==> config.mk <==
export PLATFORM = sky130hd
export DESIGN_NAME = bounded_set_store_core
export DESIGN_NICKNAME = d
export VERILOG_FILES = /design/src/sv/bss_pkg.sv /design/src/sv/bss_cell.sv /design/src/sv/bss_divider.sv /design/src/sv/bounded_set_store_core.sv
export SDC_FILE = /design/constraint.sdc
export NUM_CORES = 2
export LEC_CHECK = 0
export ABC_AREA = 1
export ABC_CLOCK_PERIOD_IN_PS = 5100
export BUFFER_PORTS_ARGS = -buffer_cell sky130_fd_sc_hd__buf_2
export CAP_MARGIN = 20
export CORE_MARGIN = 5
export CORE_UTILIZATION = 29
export CTS_BUF_LIST = sky130_fd_sc_hd__clkbuf_2 sky130_fd_sc_hd__clkbuf_4 sky130_fd_sc_hd__clkbuf_8
export CTS_CLUSTER_SIZE = 28
export DETAILED_ROUTE_END_ITERATION = 8
export PLACE_DENSITY = 0.51
export SLEW_MARGIN = 10
export SYNTH_ARGS = -nofsm -noshare
export SYNTH_HDL_FRONTEND = slang
export SYNTH_SLANG_ARGS = --single-unit
==> constraint.sdc <==
create_clock -name i_clk -period 5.1 [get_ports i_clk]
set_input_delay 0.51 -clock i_clk [delete_from_list [all_inputs] [get_ports i_clk]]
set_output_delay 0.51 -clock i_clk [all_outputs]
set_load 0.005 [all_outputs]
==> src/sv/bss_pkg.sv <==
// Shared types and constants for the bounded set store.
package bss_pkg;

    localparam int SET_DEPTH = 64;
    localparam int IDX_W     = $clog2(SET_DEPTH);
    localparam int CNT_W     = $clog2(SET_DEPTH + 1);
    localparam int VAL_W     = 32;
    localparam int SUM_W     = VAL_W + $clog2(SET_DEPTH);
    localparam int CAP_W     = 7;
    localparam int CMP_W     = (CNT_W > CAP_W) ? CNT_W : CAP_W;
    localparam int STEP_W    = $clog2(SUM_W);

    localparam int ADDR_W    = 3;
    localparam int REG_IDX_W = ADDR_W - 2;
    localparam int DATA_W    = 32;

    localparam logic [REG_IDX_W-1:0] REG_CAPACITY   = '0;
    localparam logic [CAP_W-1:0]     CAPACITY_RESET = 7'd64;

    localparam logic KIND_INSERT = 1'b0;
    localparam logic KIND_LOOKUP = 1'b1;

    localparam logic [1:0] ST_INSERTED = 2'd0;
    localparam logic [1:0] ST_FULL     = 2'd1;
    localparam logic [1:0] ST_DUP      = 2'd2;
    localparam logic [1:0] ST_LOOKUP   = 2'd3;

    typedef struct packed {
        logic                    kind;
        logic signed [VAL_W-1:0] value;
    } t_in_item;

    typedef struct packed {
        logic [1:0]              status;
        logic                    found;
        logic [CAP_W-1:0]        element_count;
        logic                    is_empty;
        logic signed [VAL_W-1:0] mean_value;
        logic [VAL_W-1:0]        spread;
    } t_out_item;

    // Search key and running match flag moving down the cell row.
    typedef struct packed {
        logic             hit;
        logic [VAL_W-1:0] key;
    } t_probe;

endpackage

==> src/sv/bss_cell.sv <==
// One storage cell of the set: holds an element and checks the passing key.
module bss_cell (
    input  logic            i_clk,
    input  logic            i_live,
    input  logic            i_wr,
    input  bss_pkg::t_probe i_probe,
    output bss_pkg::t_probe o_probe
);
    import bss_pkg::*;

    logic [VAL_W-1:0] r_entry;
    t_probe           r_probe;

    always_ff @(posedge i_clk) begin
        if (i_wr) begin
            r_entry <= i_probe.key;
        end
        r_probe.key <= i_probe.key;
        r_probe.hit <= i_probe.hit | (i_live & (r_entry == i_probe.key));
    end

    assign o_probe = r_probe;

endmodule

==> src/sv/bss_divider.sv <==
// Iterative signed divider, one quotient bit per cycle, truncating toward zero.
module bss_divider (
    input  logic                           i_clk,
    input  logic                           i_rst_n,
    input  logic                           i_start,
    input  logic signed [bss_pkg::SUM_W-1:0] i_dividend,
    input  logic [bss_pkg::CNT_W-1:0]      i_divisor,
    output logic                           o_done,
    output logic signed [bss_pkg::VAL_W-1:0] o_quotient
);
    import bss_pkg::*;

    logic              r_busy;
    logic              r_done;
    logic [STEP_W-1:0] r_step;
    logic              r_neg;
    logic [SUM_W-1:0]  r_dq;
    logic [CNT_W-1:0]  r_rem;
    logic [CNT_W-1:0]  r_div;

    logic [CNT_W:0]    w_trial;
    logic              w_qbit;
    logic [SUM_W-1:0]  w_mag;
    logic [SUM_W-1:0]  w_signed_q;

    assign w_mag   = i_dividend[SUM_W-1] ? (SUM_W'(0) - SUM_W'(i_dividend))
                                         : SUM_W'(i_dividend);
    assign w_trial = {r_rem, r_dq[SUM_W-1]};
    assign w_qbit  = (w_trial >= {1'b0, r_div});

    always_ff @(posedge i_clk) begin
        if (!i_rst_n) begin
            r_busy <= 1'b0;
            r_done <= 1'b0;
            r_step <= '0;
        end else begin
            r_done <= 1'b0;
            if (i_start) begin
                r_busy <= 1'b1;
                r_step <= '0;
            end else if (r_busy) begin
                r_step <= r_step + 1'b1;
                if (r_step == STEP_W'(SUM_W - 1)) begin
                    r_busy <= 1'b0;
                    r_done <= 1'b1;
                end
            end
        end
    end

    always_ff @(posedge i_clk) begin
        if (i_start) begin
            r_neg <= i_dividend[SUM_W-1];
            r_dq  <= w_mag;
            r_rem <= '0;
            r_div <= i_divisor;
        end else if (r_busy) begin
            r_dq  <= {r_dq[SUM_W-2:0], w_qbit};
            r_rem <= w_qbit ? CNT_W'(w_trial - {1'b0, r_div}) : w_trial[CNT_W-1:0];
        end
    end

    assign w_signed_q = r_neg ? (SUM_W'(0) - r_dq) : r_dq;
    assign o_quotient = w_signed_q[VAL_W-1:0];
    assign o_done     = r_done;

endmodule

==> src/sv/bounded_set_store_core.sv <==
// Top level of the bounded set store: controller, cell row and register port.
//
// Input channel: i_in_valid / o_in_stall with i_in_data (kind, value). A
// transaction is taken at a clock edge with valid high and stall low.
// Output channel: o_out_valid / i_out_stall with o_out_data; one result per
// input transaction, in order.
// Items are handled one at a time. The search key walks the row of
// SET_DEPTH cells, one cell per cycle, for the membership check; the state
// update follows, and the mean comes from a radix-2 divider. The next item
// is accepted once the block is idle again.
// Reset (synchronous, active low) empties the set and sets capacity to 64.
// Capacity is written through the APB port at byte address 0; the user must
// write it only while idle, as the block itself does not enforce this.
// A finished result sits in an output register, so a new item can be
// worked on while the receiver stalls; the block then holds its next
// result until the output register frees up.
module bounded_set_store_core (
    input  logic                            i_clk,
    input  logic                            i_rst_n,
    input  logic                            i_in_valid,
    output logic                            o_in_stall,
    input  bss_pkg::t_in_item               i_in_data,
    output logic                            o_out_valid,
    input  logic                            i_out_stall,
    output bss_pkg::t_out_item              o_out_data,
    input  logic                            psel,
    input  logic                            penable,
    input  logic                            pwrite,
    input  logic [bss_pkg::ADDR_W-1:0]      paddr,
    input  logic [bss_pkg::DATA_W-1:0]      pwdata,
    output logic [bss_pkg::DATA_W-1:0]      prdata,
    output logic                            pready
);
    import bss_pkg::*;

    localparam logic [2:0] S_IDLE    = 3'd0;
    localparam logic [2:0] S_SCAN    = 3'd1;
    localparam logic [2:0] S_UPDATE  = 3'd2;
    localparam logic [2:0] S_DIVGO   = 3'd3;
    localparam logic [2:0] S_DIVWAIT = 3'd4;
    localparam logic [2:0] S_DONE    = 3'd5;

    logic [2:0]              r_state, n_state;
    logic [IDX_W-1:0]        r_scan, n_scan;
    logic                    r_kind;
    logic [VAL_W-1:0]        r_key;
    logic [CNT_W-1:0]        r_count, n_count;
    logic signed [SUM_W-1:0] r_sum, n_sum;
    logic signed [VAL_W-1:0] r_min, n_min;
    logic signed [VAL_W-1:0] r_max, n_max;
    logic [CAP_W-1:0]        r_capacity;
    logic [1:0]              r_status, n_status;
    logic                    r_found, n_found;
    logic signed [VAL_W-1:0] r_mean, n_mean;
    logic                    r_out_valid, n_out_valid;
    t_out_item               r_out;

    t_probe                  w_probe [SET_DEPTH+1];
    logic [SET_DEPTH-1:0]    w_live;
    logic [SET_DEPTH-1:0]    w_wr;
    logic                    w_accept;
    logic                    w_full;
    logic                    w_insert;
    logic                    w_move_out;
    logic [CMP_W-1:0]        w_cap_ext;
    logic [CMP_W-1:0]        w_limit;
    logic signed [VAL_W-1:0] w_val;
    logic                    w_div_done;
    logic signed [VAL_W-1:0] w_quot;
    logic                    w_cfg_wr;

    // ---- register port ----
    assign pready   = 1'b1;
    assign w_cfg_wr = psel & penable & pwrite & pready &
                      (paddr[ADDR_W-1:2] == REG_CAPACITY);
    assign prdata   = (paddr[ADDR_W-1:2] == REG_CAPACITY) ? DATA_W'(r_capacity) : '0;

    always_ff @(posedge i_clk) begin
        if (!i_rst_n) begin
            r_capacity <= CAPACITY_RESET;
        end else if (w_cfg_wr) begin
            r_capacity <= pwdata[CAP_W-1:0];
        end
    end

    // ---- cell row ----
    assign w_probe[0].hit = 1'b0;
    assign w_probe[0].key = r_key;

    for (genvar g = 0; g < SET_DEPTH; g++) begin : g_cell
        assign w_live[g] = (CNT_W'(g) < r_count);
        assign w_wr[g]   = w_insert & (r_count == CNT_W'(g));
        bss_cell u_cell (
            .i_clk   (i_clk),
            .i_live  (w_live[g]),
            .i_wr    (w_wr[g]),
            .i_probe (w_probe[g]),
            .o_probe (w_probe[g+1])
        );
    end

    // ---- mean ----
    bss_divider u_div (
        .i_clk      (i_clk),
        .i_rst_n    (i_rst_n),
        .i_start    (r_state == S_DIVGO),
        .i_dividend (r_sum),
        .i_divisor  (r_count),
        .o_done     (w_div_done),
        .o_quotient (w_quot)
    );

    // ---- control ----
    assign w_accept   = i_in_valid & (r_state == S_IDLE);
    assign o_in_stall = (r_state != S_IDLE);
    assign w_move_out = (r_state == S_DONE) & (~r_out_valid | ~i_out_stall);

    assign w_cap_ext = CMP_W'(r_capacity);
    assign w_limit   = (w_cap_ext < CMP_W'(SET_DEPTH)) ? w_cap_ext : CMP_W'(SET_DEPTH);
    assign w_full    = (CMP_W'(r_count) >= w_limit);
    assign w_val     = r_key;
    // hit flag at the row's end is complete once the state leaves the scan
    assign w_insert  = (r_state == S_UPDATE) & (r_kind == KIND_INSERT) & ~w_full &
                       ~w_probe[SET_DEPTH].hit;

    always_comb begin
        n_state     = r_state;
        n_scan      = r_scan;
        n_count     = r_count;
        n_sum       = r_sum;
        n_min       = r_min;
        n_max       = r_max;
        n_status    = r_status;
        n_found     = r_found;
        n_mean      = r_mean;
        n_out_valid = r_out_valid;

        if (o_out_valid & ~i_out_stall) begin
            n_out_valid = 1'b0;
        end

        case (r_state)
            S_IDLE: begin
                if (w_accept) begin
                    n_scan  = '0;
                    n_state = S_SCAN;
                end
            end
            S_SCAN: begin
                n_scan = r_scan + 1'b1;
                if (r_scan == IDX_W'(SET_DEPTH - 1)) begin
                    n_state = S_UPDATE;
                end
            end
            S_UPDATE: begin
                n_found = w_probe[SET_DEPTH].hit;
                if (r_kind == KIND_LOOKUP) begin
                    n_status = ST_LOOKUP;
                end else if (w_full) begin
                    n_status = ST_FULL;
                end else if (w_probe[SET_DEPTH].hit) begin
                    n_status = ST_DUP;
                end else begin
                    n_status = ST_INSERTED;
                end
                if (w_insert) begin
                    n_count = r_count + 1'b1;
                    n_sum   = r_sum + SUM_W'(w_val);
                    if (r_count == '0) begin
                        n_min = w_val;
                        n_max = w_val;
                    end else begin
                        if (w_val < r_min) n_min = w_val;
                        if (w_val > r_max) n_max = w_val;
                    end
                end
                if ((r_count == '0) & ~w_insert) begin
                    n_mean  = '0;
                    n_state = S_DONE;
                end else begin
                    n_state = S_DIVGO;
                end
            end
            S_DIVGO: begin
                n_state = S_DIVWAIT;
            end
            S_DIVWAIT: begin
                if (w_div_done) begin
                    n_mean  = w_quot;
                    n_state = S_DONE;
                end
            end
            S_DONE: begin
                if (w_move_out) begin
                    n_out_valid = 1'b1;
                    n_state     = S_IDLE;
                end
            end
            default: begin
                n_state = S_IDLE;
            end
        endcase
    end

    always_ff @(posedge i_clk) begin
        if (!i_rst_n) begin
            r_state     <= S_IDLE;
            r_scan      <= '0;
            r_count     <= '0;
            r_sum       <= '0;
            r_min       <= '0;
            r_max       <= '0;
            r_out_valid <= 1'b0;
        end else begin
            r_state     <= n_state;
            r_scan      <= n_scan;
            r_count     <= n_count;
            r_sum       <= n_sum;
            r_min       <= n_min;
            r_max       <= n_max;
            r_out_valid <= n_out_valid;
        end
    end

    always_ff @(posedge i_clk) begin
        r_status <= n_status;
        r_found  <= n_found;
        r_mean   <= n_mean;
        if (w_accept) begin
            r_kind <= i_in_data.kind;
            r_key  <= i_in_data.value;
        end
        if (w_move_out) begin
            r_out.status        <= r_status;
            r_out.found         <= r_found;
            r_out.element_count <= CAP_W'(r_count);
            r_out.is_empty      <= (r_count == '0);
            r_out.mean_value    <= r_mean;
            r_out.spread        <= (r_count == '0) ? '0 : VAL_W'(r_max - r_min);
        end
    end

    assign o_out_valid = r_out_valid;
    assign o_out_data  = r_out;

endmodule

# Word-level counts from Yosys, hierarchy flattened
# Cells that the tools add are included.
# classes
add_sub_neg	8
order_cmp	69
n_eq_ne	139
muxes	31
bitwise	211
n_reduce_logical	17
# ops
operator	count
32-bit equality test	64
7-bit by 6-bit equality test with 1-bit output, second input constant	32
6-bit by 7-bit < comparator with 1-bit output, first input constant	32
32-bit two-way mux	7
1-bit bitwise AND	138
38-bit two-way mux	3
7-bit by 5-bit equality test with 1-bit output, second input constant	16
5-bit by 7-bit < comparator with 1-bit output, first input constant	16
1-bit OR	64
32-bit case mux with 2 select lines	1
7-bit by 4-bit equality test with 1-bit output, second input constant	8
4-bit by 7-bit < comparator with 1-bit output, first input constant	8
38-bit by 32-bit adder with 38-bit output	1
1-bit by 38-bit subtractor with 38-bit output, first input constant	1
32-bit > comparator	1
32-bit < comparator	1
1-bit by 32-bit subtractor with 32-bit output, first input constant	1
32-bit subtractor	1
7-bit by 3-bit equality test with 1-bit output, second input constant	4
3-bit by 7-bit < comparator with 1-bit output, first input constant	4
7-bit two-way mux	3
3-bit case mux with 6 select lines	1
3-bit two-way mux	5
7-bit by 2-bit equality test with 1-bit output, second input constant	2
other kinds (29)	61
# totals
ff_bits	4458
input_bits	75
out_inout_bits	110
elab_cells	693

# Depth between registers and ports, before layout
# logic_depth
depth_word	10
ltp_mapped	19
ltp_nobuf	18

# By module
# Synthesis repeated with hierarchy kept, for this count alone.
# hier_totals
cells_unflattened	15203
hier_area_um2	160944.4
# by_module_without_submodules
mod	n_inst	cells_per_inst	area_per_inst_um2	seq_area_each_um2
bss_cell	64	192	2177.1	1621.6
bounded_set_store_core	1	2206	16738.6	6816.5
bss_divider	1	709	4872.2	1681.6

# Worst setup path before layout
# OpenSTA, ideal clock, no wires.
# synth_timing
path_type	register to register
from	register r_count[0]
to	register g_cell[35].u_cell.r_entry[0], enable pin
setup_time_ns	0.501
t_arrival_ns	4.751
required_time_ns	4.599
setup_slack_ns	-0.152
path_stages_with_launch	10
n_path_buf	0
period_less_slack_ns	5.252
cell_sequence	dfxtp_1 -> inv_1 -> ha_1 -> o21ai_0 -> a21boi_0 -> o21bai_2 -> nand3_4 -> nor2_1 -> inv_1 -> nor4_1
# synth_via
elab_chain_len	5
word_cells_on_any_way	6
cone_classes	order compare (1); eq/ne (1); bitwise (4)
# synth_lines
element	line_no	text
from (decl)	bounded_set_store_core.sv:47	logic [CNT_W-1:0] r_count, n_count;
from (signal assigned)	bounded_set_store_core.sv:217	r_count <= n_count;
7-bit >= comparator	bounded_set_store_core.sv:120	assign w_full = (CMP_W'(r_count) >= w_limit);
1-bit inverter	bounded_set_store_core.sv:123	assign w_insert = (r_state == S_UPDATE) & (r_kind == KIND_INSERT) & ~w_full &
1-bit bitwise AND (2 in a row)	bounded_set_store_core.sv:123	
1-bit bitwise AND (*)	bounded_set_store_core.sv:92	assign w_wr[g] = w_insert & (r_count == CNT_W'(g));
via g_cell[35].u_cell.i_wr	bss_cell.sv:5	input logic i_wr,
to (signal assigned)	bss_cell.sv:16	r_entry <= i_probe.key;
to (decl)	bss_cell.sv:11	logic [VAL_W-1:0] r_entry;
# Mark *: on every way through the listed nets, which the timed path passes. The rest lies on a longest branch.
# A chain may end at the register's enable or synchronous reset.

# Final worst setup path
# layout_timing
from	register r_capacity[6]
to	register g_cell[21].u_cell.r_entry[9], enable pin
# layout_via
elab_chain_len	7
# layout_lines
element	line_no	text
from (decl)	bounded_set_store_core.sv:51	logic [CAP_W-1:0] r_capacity;
from (signal assigned)	bounded_set_store_core.sv:82	r_capacity <= pwdata[CAP_W-1:0];
7-bit < comparator	bounded_set_store_core.sv:119	assign w_limit = (w_cap_ext < CMP_W'(SET_DEPTH)) ? w_cap_ext : CMP_W'(SET_DEPTH);
7-bit two-way mux (*)	bounded_set_store_core.sv:119	
7-bit >= comparator (*)	bounded_set_store_core.sv:120	
1-bit inverter (*)	bounded_set_store_core.sv:123	
1-bit bitwise AND (*) (2 in a row)	bounded_set_store_core.sv:123	
1-bit bitwise AND (*)	bounded_set_store_core.sv:92	
via g_cell[21].u_cell.i_wr	bss_cell.sv:5	
to (signal assigned)	bss_cell.sv:16	
to (decl)	bss_cell.sv:11	
# Marked as above.

==> insert_results.sql <==
INSERT INTO impl_metrics (metric_group, metric, value, unit) VALUES
('global_routing', 'grt_antenna_before_repair', '9', ''),
('worst_setup_path', 'timing.setup.critical_path_class', 'reg2reg', ''),
('timing', 'final_hold_viol_count', '0', ''),
('logic_synthesis', 'synth_top_cell_by_area', 'edfxtp_1', ''),
('clock_network', 'number_of_setup_buffers_added_after_cts', '0', ''),
('worst_setup_path', 'worst-endpoint-arrival', '5.15', 'ns'),
('worst_setup_path', 'worst_setup_end_kind', 'register', ''),
('global_routing', 'grt-ovfl-total', '0', ''),
('floorplan', 'die_width', '728', 'microns'),
('global_routing', 'grt_pass1_vias', '78100', ''),
('worst_setup_path', 'path_cells', 'clkinv_1 > ha_1 > nand2_1 > inv_1 > a221oi_4 > nand2_1 > nor2_4 > nand3_1 > nor2_4', ''),
('worst_hold_path', 'hold_path.class', 'in2reg', ''),
('timing', 'final.period_utilization', '0.856', ''),
('global_routing', 'grt_pass1_wl', '465000', 'microns'),
('logic_synthesis', 'post_synth_num_cell_types', '67', ''),
('worst_setup_path', 'rr_worst_depth', '9', ''),
('worst_hold_path', 'hp-start', 'i_in_data[31]', ''),
('timing', 'setup-tns-final', '0', 'ns'),
('timing', 'max_slew.worst_pin.slew', '1.13', 'ns'),
('worst_setup_path', 'max_stage_delay', '1.05', 'ns'),
('detailed_routing', 'routed_wl', '302000', 'microns'),
('clock_network', 'cts.hold.buffers_added', '88', ''),
('worst_setup_path', 'regToRegEndpoint', 'g_cell[21].u_cell.r_entry[9]$_DFFE_PP_', ''),
('logic_synthesis', 'ys_async_sr_fraction', '0', ''),
('detailed_routing', 'avgRoutedWirePerCell', '15.8', 'microns'),
('logic_synthesis', 'netlist_area', '150000', 'sq um'),
('logic_synthesis', 'synth_sequential_area_ratio', '0.746', ''),
('logic_synthesis', 'ys_seq_elements', '4458', ''),
('worst_setup_path', 'path_max_fanout', '32', ''),
('detailed_routing', 'via_count', '77500', ''),
('timing', 'finalMaxSlewViolations', '0', ''),
('timing', 'fin_hold_ws', '0.171', 'ns'),
('placement', 'io_buffer_count', '131', ''),
('logic_synthesis', 'cell_types_occupying_the_most_area_after_synthesis', 'edfxtp_1 45%, dfxtp_1 30%, xor2_1 6.0%', ''),
('worst_hold_path', 'worstHoldPathCells', '2', ''),
('clock_network', 'clk_lat_worst_skew', '1.18', 'ns'),
('floorplan', 'die_h', '728', 'microns'),
('timing', 'timing.fmax', '229', 'MHz'),
('timing', 'timing.max_slew.rel_slack', '0.245', ''),
('finish', 'layout-drive-gt1-share', '0.148', ''),
('logic_synthesis', 'number_of_standard_cells_after_synthesis', '10700', ''),
('worst_setup_path', 'cell_type_of_the_slowest_stage_on_the_worst_timing_path', 'nor2_4', ''),
('placement', 'place_congestion', '0.802', ''),
('timing', 'setup_viol', '0', ''),
('finish', 'filler_cell_count', '50000', ''),
('power', 'pwr_density', '464', 'nW/um^2'),
('detailed_routing', 'detailedRoute.firstPassIterationCount', '5', ''),
('clock_network', 'clkTransAtPathRegs', '0.07', 'ns'),
('logic_synthesis', 'synth-warning-count', '0', ''),
('logic_synthesis', 'syn_avg_cell_area', '14.0', 'sq um'),
('clock_network', 'clock_tree.buffer_depth', '4', ''),
('worst_setup_path', 'crit_path_start', 'r_capacity[6]$_SDFFE_PN1P_', ''),
('logic_synthesis', 'ys.flop_type', 'edfxtp_1', ''),
('clock_network', 'cts-htree-levels', '6', ''),
('worst_setup_path', 'worst-endpoint-required', '5.89', 'ns'),
('status', 'outcome', 'finished clean', ''),
('detailed_routing', 'drc_errors', '0', ''),
('worst_setup_path', 'worst_r2r_src', 'r_capacity[6]$_SDFFE_PN1P_', ''),
('finish', 'area.growth.synth_to_final', '17.4', '%'),
('timing', 'period_minus_slack', '4.37', 'ns'),
('logic_synthesis', 'synth_top_area_frac', '0.449', ''),
('logic_synthesis', 'number_of_enable_type_register_cells_in_the_synthesized_netlist', '2237', ''),
('floorplan', 'fp.dieArea', '530000', 'sq um'),
('clock_network', 'cts_tree', 'yes', ''),
('power', 'peakVddDrop', '310', 'uV'),
('floorplan', 'initial_core_util', '0.291', ''),
('power', 'cellLeakagePower', '0.0633', 'uW'),
('floorplan', 'core_region_area', '514000', 'sq um'),
('floorplan', 'ios', '185', ''),
('detailed_routing', 'via_density', '4.05', ''),
('timing', 'largest_clock_skew_in_the_final_design', '0.0870', 'ns');
[power breakdown]
| group | internal, uW | switching, uW | total, uW |
|---|---|---|---|
| sequential | 41000 | 2850 | 43900 |
| combinational | 2590 | 3530 | 6120 |
| clock | 17800 | 13700 | 31500 |
[sequential cells by signal, indices dropped and copies added, names as in the netlist, 3 cells and up]
register / flops
u_div.r_dq: 38
r_mean: 32
u_div.r_rem: 7
o_out_data: 75
g_cell.u_cell.o_probe: 2080
r_count: 7
u_div.r_div: 7
g_cell.u_cell.r_entry: 2048
r_sum: 38
r_min: 32
r_capacity: 7
r_state: 3
r_key: 32
u_div.r_step: 6
r_scan: 6
r_max: 32
[critical path: cells and delay by family, from the launching register on]
kind            cells  cell delay [ns]
flops               1             0.33
compound gates      1             0.35
fa+ha+maj           1             0.42
simple gates        5             2.43
buf+inv             2             0.37
[layout by cell type, fill, tap and decap left out, types with 47 or more instances in the layout]
cell           instances
inv_1                710
dlygate4sd3_1         88
nand4_1              189
xnor2_1              764
buf_2                130
dfxtp_1             2219
or2_2                202
edfxtp_1            2237
xor2_1              1017
a21oi_1              315
nor3_1               141
o21ai_0              262
clkinv_1              47
nand2_1              895
clkbuf_4             306
clkbuf_8             836
ha_1                 154
buf_4                 90
nand3_1              358
nor2_1               536
nor4_1               220
clkinv_2              59
[worst max-delay path by stage]
stage | to | slack, ns | cells past startpoint
2_1_floorplan | g_cell[9].u_cell.r_entry[0]$_DFFE_PP_ | 0.49 | 10
3_3_place_gp | g_cell[25].u_cell.r_entry[13]$_DFFE_PP_ | 0.76 | 9
3_5_place_dp | g_cell[21].u_cell.r_entry[13]$_DFFE_PP_ | 0.75 | 9
4_1_cts | g_cell[25].u_cell.r_entry[13]$_DFFE_PP_ | 0.71 | 9
5_1_grt | g_cell[21].u_cell.r_entry[19]$_DFFE_PP_ | 0.48 | 9
6_report | g_cell[21].u_cell.r_entry[9]$_DFFE_PP_ | 0.73 | 9
[layout make-up]
cell class	count	share of cell area
inverters	717	0.0153
flip-flops and latches	4458	0.636
diodes	6	0.0000855
clock buffers	1142	0.0786
well taps	6890	0.0491
multi-input cells	5425	0.200
repair buffers	312	0.0130
clock inverters	167	0.00796
[cell usage after synthesis, types with 23 or more instances]
cell type / count
clkbuf_1: 38
or2_2: 202
nand4_1: 189
nand2_1: 895
nor3_1: 151
o211ai_1: 35
xnor2_1: 764
a21oi_1: 317
o21ai_0: 262
nand3_1: 359
nor4_1: 221
nor2_1: 594
buf_2: 25
a2111oi_0: 23
edfxtp_1: 2237
buf_4: 35
ha_1: 154
inv_1: 710
dfxtp_1: 2221
xor2_1: 1017
[kinds of logic after synthesis]
| family | Yosys count | synth area share |
|---|---|---|
| AO/OA/AOI/OAI | 787 | 0.0304 |
| adder cells (fa/ha/maj) | 157 | 0.0133 |
| buffers and inverters | 824 | 0.0219 |
| XOR/XNOR | 1781 | 0.104 |
| AND/OR/NAND/NOR | 2674 | 0.0836 |
| other | 2 | 0.0000502 |
| flip-flops | 4458 | 0.746 |
[through the flow]
stage	setup WS (ns)	util	cell area [sq um]	total power (uW)
4_1_cts	0.712	0.342	176000	82900
3_3_place_gp	0.763	0.310	159000	50700
6_report	0.732	0.342	176000	81500
2_1_floorplan	0.495	-	150000	48100
3_5_place_dp	0.753	0.311	159000	50800
5_1_grt	0.477	0.342	176000	85700
[layer usage]
layer / GRT usage / routed length [microns] / part of all wire / vias up
li1: - / - / - / 38700
met1: 0.150 / 142000 / 0.47 / 36900
met5: 0 / 0 / 0 / -
met4: 0.0350 / 8380 / 0.028 / 0
met3: 0.0201 / 12400 / 0.041 / 551
met2: 0.180 / 139000 / 0.46 / 1361
(Power assumes the default switching activity.)
